### config.mk
export PLATFORM = sky130hd
export DESIGN_NAME = pfde_fill_calc
export DESIGN_NICKNAME = d
export VERILOG_FILES = /design/src/pfde_pkg.sv /design/src/pfde_fill_calc.sv
export SDC_FILE = /design/constraint.sdc
export NUM_CORES = 1
export LEC_CHECK = 0
export BUFFER_PORTS_ARGS = -buffer_cell sky130_fd_sc_hd__buf_2
export CORE_MARGIN = 2
export CORE_UTILIZATION = 50
export DETAILED_ROUTE_END_ITERATION = 10
export HOLD_SLACK_MARGIN = 0.1
export PLACE_DENSITY = 0.7
export SYNTH_ARGS = -nofsm -noshare
export SYNTH_HDL_FRONTEND = slang
export SYNTH_SLANG_ARGS = --single-unit
### constraint.sdc
create_clock -name clock -period 13.83 [get_ports clock]
set_input_delay 0.6915 -clock clock [delete_from_list [all_inputs] [get_ports clock]]
set_output_delay 0.6915 -clock clock [all_outputs]
set_load 0.01 [all_outputs]
### src/pfde_pkg.sv
`timescale 1ns / 1ps
`default_nettype none
// ----------------------------------------------------------------------------
// pfde_pkg: shared constants and font table for the page framebuffer engine.
// Holds action codes, glyph range constants and the 5x7 font ROM.
// ----------------------------------------------------------------------------
package pfde_pkg;

   localparam int DEF_WIDTH  = 128;
   localparam int DEF_HEIGHT = 64;

   localparam logic [2:0] ACT_CLEAR = 3'd0;
   localparam logic [2:0] ACT_PIXEL = 3'd1;
   localparam logic [2:0] ACT_GLYPH = 3'd2;
   localparam logic [2:0] ACT_BAR   = 3'd3;
   localparam logic [2:0] ACT_READ  = 3'd4;

   localparam logic [7:0] GLYPH_FIRST = 8'h20;
   localparam logic [7:0] GLYPH_LAST  = 8'h7E;
   localparam logic [7:0] GLYPH_SUBST = 8'h3F;
   localparam logic [7:0] FILL_FULL   = 8'd100;

   localparam logic [39:0] FONT_ROM [0:94] = '{
      40'h0000000000, 40'h00005F0000, 40'h0007000700, 40'h147F147F14,
      40'h242A7F2A12, 40'h2313086462, 40'h3649552250, 40'h0005030000,
      40'h001C224100, 40'h0041221C00, 40'h14083E0814, 40'h08083E0808,
      40'h0050300000, 40'h0808080808, 40'h0060600000, 40'h2010080402,
      40'h3E5149453E, 40'h00427F4000, 40'h4261514946, 40'h2141454B31,
      40'h1814127F10, 40'h2745454539, 40'h3C4A494930, 40'h0171090503,
      40'h3649494936, 40'h064949291E, 40'h0036360000, 40'h0056360000,
      40'h0814224100, 40'h1414141414, 40'h0041221408, 40'h0201510906,
      40'h324979413E, 40'h7E1111117E, 40'h7F49494936, 40'h3E41414122,
      40'h7F4141221C, 40'h7F49494941, 40'h7F09090901, 40'h3E4149497A,
      40'h7F0808087F, 40'h00417F4100, 40'h2040413F01, 40'h7F08142241,
      40'h7F40404040, 40'h7F020C027F, 40'h7F0408107F, 40'h3E4141413E,
      40'h7F09090906, 40'h3E4151215E, 40'h7F09192946, 40'h4649494931,
      40'h01017F0101, 40'h3F4040403F, 40'h1F2040201F, 40'h3F4038403F,
      40'h6314081463, 40'h0708700807, 40'h6151494543, 40'h007F414100,
      40'h0204081020, 40'h0041417F00, 40'h0402010204, 40'h4040404040,
      40'h0001020400, 40'h2054545478, 40'h7F48444438, 40'h3844444420,
      40'h384444487F, 40'h3854545418, 40'h087E090102, 40'h0C5252523E,
      40'h7F08040478, 40'h00447D4000, 40'h2040443D00, 40'h7F10284400,
      40'h00417F4000, 40'h7C04180478, 40'h7C04040478, 40'h3844444438,
      40'h7C14141408, 40'h081414187C, 40'h7C08040408, 40'h4854545420,
      40'h043F444020, 40'h3C4040207C, 40'h1C2040201C, 40'h3C4030403C,
      40'h4428102844, 40'h0C5050503C, 40'h4464544C44, 40'h0008364100,
      40'h00007F0000, 40'h0041360800, 40'h1008081008
   };

   // Column c (0..4) of a glyph; column 0 sits in the top byte.
   function automatic logic [7:0] font_col(input logic [7:0] code, input logic [2:0] col);
      logic [7:0]  idx;
      logic [39:0] row;
      idx = code - GLYPH_FIRST;
      row = FONT_ROM[idx[6:0]];
      case (col)
         3'd0: font_col = row[39:32];
         3'd1: font_col = row[31:24];
         3'd2: font_col = row[23:16];
         3'd3: font_col = row[15:8];
         default: font_col = row[7:0];
      endcase
   endfunction

endpackage
`default_nettype wire

### src/pfde_fill_calc.sv
`timescale 1ns / 1ps
`default_nettype none
// ----------------------------------------------------------------------------
// pfde_fill_calc: bar fill width
// Computes floor(width * fill / 100) by reciprocal multiplication: the product is registered, then scaled.
// ----------------------------------------------------------------------------
module pfde_fill_calc
   import pfde_pkg::*;
(
   input  wire logic       clock,
   input  wire logic       reset,
   input  wire logic       start,
   input  wire logic [7:0] bar_width,
   input  wire logic [7:0] bar_fill,
   output logic            done,
   output logic [7:0]      span
);
   // 5243 / 2^19 is close enough to 1/100 for every product up to 255 * 100.
   localparam logic [12:0] FILL_RECIP = 13'd5243;

   logic [14:0] prod_ff, prod_in;
   logic [7:0]  quo_ff, quo_in;
   logic        busy_ff, busy_in;
   logic [7:0]  fill_c;
   logic [27:0] scaled;

   always_comb begin
      fill_c  = (bar_fill > FILL_FULL) ? FILL_FULL : bar_fill;
      prod_in = prod_ff;
      quo_in  = quo_ff;
      busy_in = busy_ff;
      scaled  = '0;
      if (start) begin
         prod_in = 15'(bar_width) * 15'(fill_c);
         busy_in = 1'b1;
      end else if (busy_ff) begin
         // The quotient is below 256, so bits 26:19 hold all of it.
         scaled  = 28'(prod_ff) * 28'(FILL_RECIP);
         quo_in  = scaled[26:19];
         busy_in = 1'b0;
      end
   end

   always_ff @(posedge clock) begin
      if (reset) begin
         busy_ff <= 1'b0;
      end else begin
         busy_ff <= busy_in;
      end
      prod_ff <= prod_in;
      quo_ff  <= quo_in;
   end

   assign done = !busy_ff;
   assign span = quo_ff;
endmodule
`default_nettype wire

==> impl_metrics.json <==
{
  "rows": 41,
  "antennaDiodeCount": 0,
  "slew_violations": 0,
  "grt_overflow": 0,
  "synth_edf_count": 23,
  "cpMostUsedCell": "fa_1",
  "port_buffers": 27,
  "status": "complete, no violations",
  "die_y_um": 117.2,
  "crit_arrival_ps": 5610,
  "track_usage_pct": 19.75,
  "ys_async_sr_fraction_pct": 0,
  "post_drt_wl_per_cell_um": 14.36,
  "ant_nets": 0,
  "cts_made_buffers": 3,
  "synth_area_per_cell_sq_um": 9.903,
  "ys.warnings.count": 0,
  "synth-seq-cells": 24,
  "finalHoldViolations": 0,
  "postPlaceCellArea_sq_um": 6773,
  "core_area_sq_um": 12570,
  "drt_first_pass_iters": 5,
  "grt_max_degree": 34,
  "htree_num_levels": 1,
  "ys_types": 47,
  "yosysTopAreaCell": "fa_1",
  "synth_top_area_share_pct": 32.18,
  "cts.path.max_buffers": 2,
  "viasPerCell": 5.107,
  "grt_pass1_vias": 4657,
  "wirelength_um": 12250,
  "yosys-top-cells-area": "fa_1 32%, ha_1 26%, inv_1 11%",
  "max_freq_mhz": 178.9,
  "hold_class": "in2reg",
  "fin_area_sq_um": 6878,
  "setup_viol": 0,
  "cp_data_required_time_ps": 13850,
  "ys.flop_type": "edfxtp_1",
  "drtIter0Drc": 253,
  "skew_ps": 3.732,
  "ys_seq_area_share_pct": 11.09,
  "worst_skew_pair.late_latency_ps": 260,
  "cts_resized": 0,
  "cp-end-kind": "register",
  "grt_pass1_wl_um": 21420,
  "drive_above_1_share_pct": 5.580,
  "cp-start-kind": "primary input",
  "holdBufCountCts": 0,
  "worstPathMaxFanout": 33,
  "initial_core_util_pct": 50.98,
  "ioPinCount": 28,
  "vias": 4356,
  "cts_tree": "done",
  "rsz0062_at_grt": "no",
  "drv_cap": 0,
  "drc": 0,
  "slowest_delay_ps": 550,
  "dieArea_sq_um": 13740,
  "synthCells": 647,
  "die_x_um": 117.2,
  "worstSetupPathType": "in2reg",
  "antenna_found_initial": 0,
  "nets": 936,
  "cp_cell_sequence": "buf_2 -> o21ai_0 -> nand2_1 -> a31oi_1 -> buf_4 -> and2b_1 -> nor2b_1 -> fa_1 -> fa_1 -> inv_1 -> fa_1 -> fa_1 -> inv_1 -> ha_1 -> and2_1 -> a31oi_1 -> a211oi_1 -> a2111oi_2 -> a21oi_1 -> xnor2_1",
  "area_delta_synth_final_pct": 7.342,
  "netlist_area_sq_um": 6407,
  "post_cts_buffers": 0,
  "synth_common_cells": "186 x inv_1, 132 x ha_1, 103 x fa_1",
  "setup_tns_ps": 0,
  "cpMaxStageDelayCell": "fa_1",
  "post-route-period-util_pct": 40.42,
  "place.gp.congestion": 0.9044,
  "yosysMostFrequentCell": "inv_1",
  "slew_headroom_pct": 58.33,
  "clock-sinks": 24,
  "worst_pin_slew_ps": 622.8,
  "cts_root_buf": "clkbuf_16",
  "clk_pin_slew_worst_paths_ps": 70,
  "dpl.hpwl_um": 10710,
  "fin_crit_ps": 5591
}
[metrics by stage]
step                      worst slack [ps]  instances  hold WS, ps  util [%]
after floorplan                       8571        652        706.2         -
after global placement                8140        849        674.9     53.89
after detailed placement              7955        849        689.4     53.89
after CTS                             8242        853        571.1     54.72
after global routing                  7867        853        569.7     54.72
final                                 8239        853        571.5     54.72
[worst paths after layout]
path	start	to	slack [ps]	cells after the start
worst min register to register	busy_ff	span[5]	690	2
worst max register to register	prod_ff[8]	span[5]	8770	16
worst min-delay path	reset	busy_ff	570	2
worst max-delay path	bar_fill[0]	prod_ff[14]	8240	20
[cell families after synthesis]
kind of cell / after synthesis / synth area share, %
xor gates and xnor gates: 20 / 3.085
other: 2 / 0.1172
adders and majority gates: 235 / 57.96
muxes: 1 / 0.1562
DFF: 24 / 11.09
and+or+nand+nor: 119 / 10.37
AOI/OAI and AO/OA: 57 / 6.152
buffers and inverters: 189 / 11.07
[layer usage]
layer	global-route usage [%]	vias to the layer above	part of all wire, %
li1	-	2127	-
met1	26.24	2142	44
met2	34.75	77	51
met3	2.781	10	3.9
met4	3.765	0	1.0
met5	0	-	0
[cell type report]
type | instances | area, sq um
Sequential cell | 24 | 710.7
Inverter | 186 | 698.2
Fill cell | 1123 | 5690
Clock inverter | 1 | 30.03
Timing Repair Buffer | 28 | 142.6
Multi-Input combinational cell | 439 | 5006
Clock buffer | 3 | 75.07
Tap cell | 172 | 215.2
[state kept, by name, indices dropped and copies added, names as in the netlist]
| signal | flops |
|---|---|
| span | 8 |
| busy_ff | 1 |
| prod_ff | 15 |
[worst max-delay path, delay by kind of cell]
kind,cells,cell delay (ps)
compound gates,6,1310
xor+xnor,1,160
fa+ha+maj,5,2280
buf+inv,4,510
simple gates,4,650
[layout by cell type, fill, tap and decap left out, types with 4 or more instances in the layout]
cell type,n
inv_1,186
ha_1,132
fa_1,103
and3_1,34
buf_2,27
nor2b_1,23
edfxtp_1,23
nor2_1,19
o21ai_0,14
xnor2_1,14
nor3_1,9
nand3_1,9
nand2_1,8
a21o_1,8
a21oi_1,8
conb_1,7
a211oi_1,5
nand4_1,4
Power is left out: the tool's default activity adds up to more than one toggle a clock period on the data nets, which glitch-free logic cannot reach.
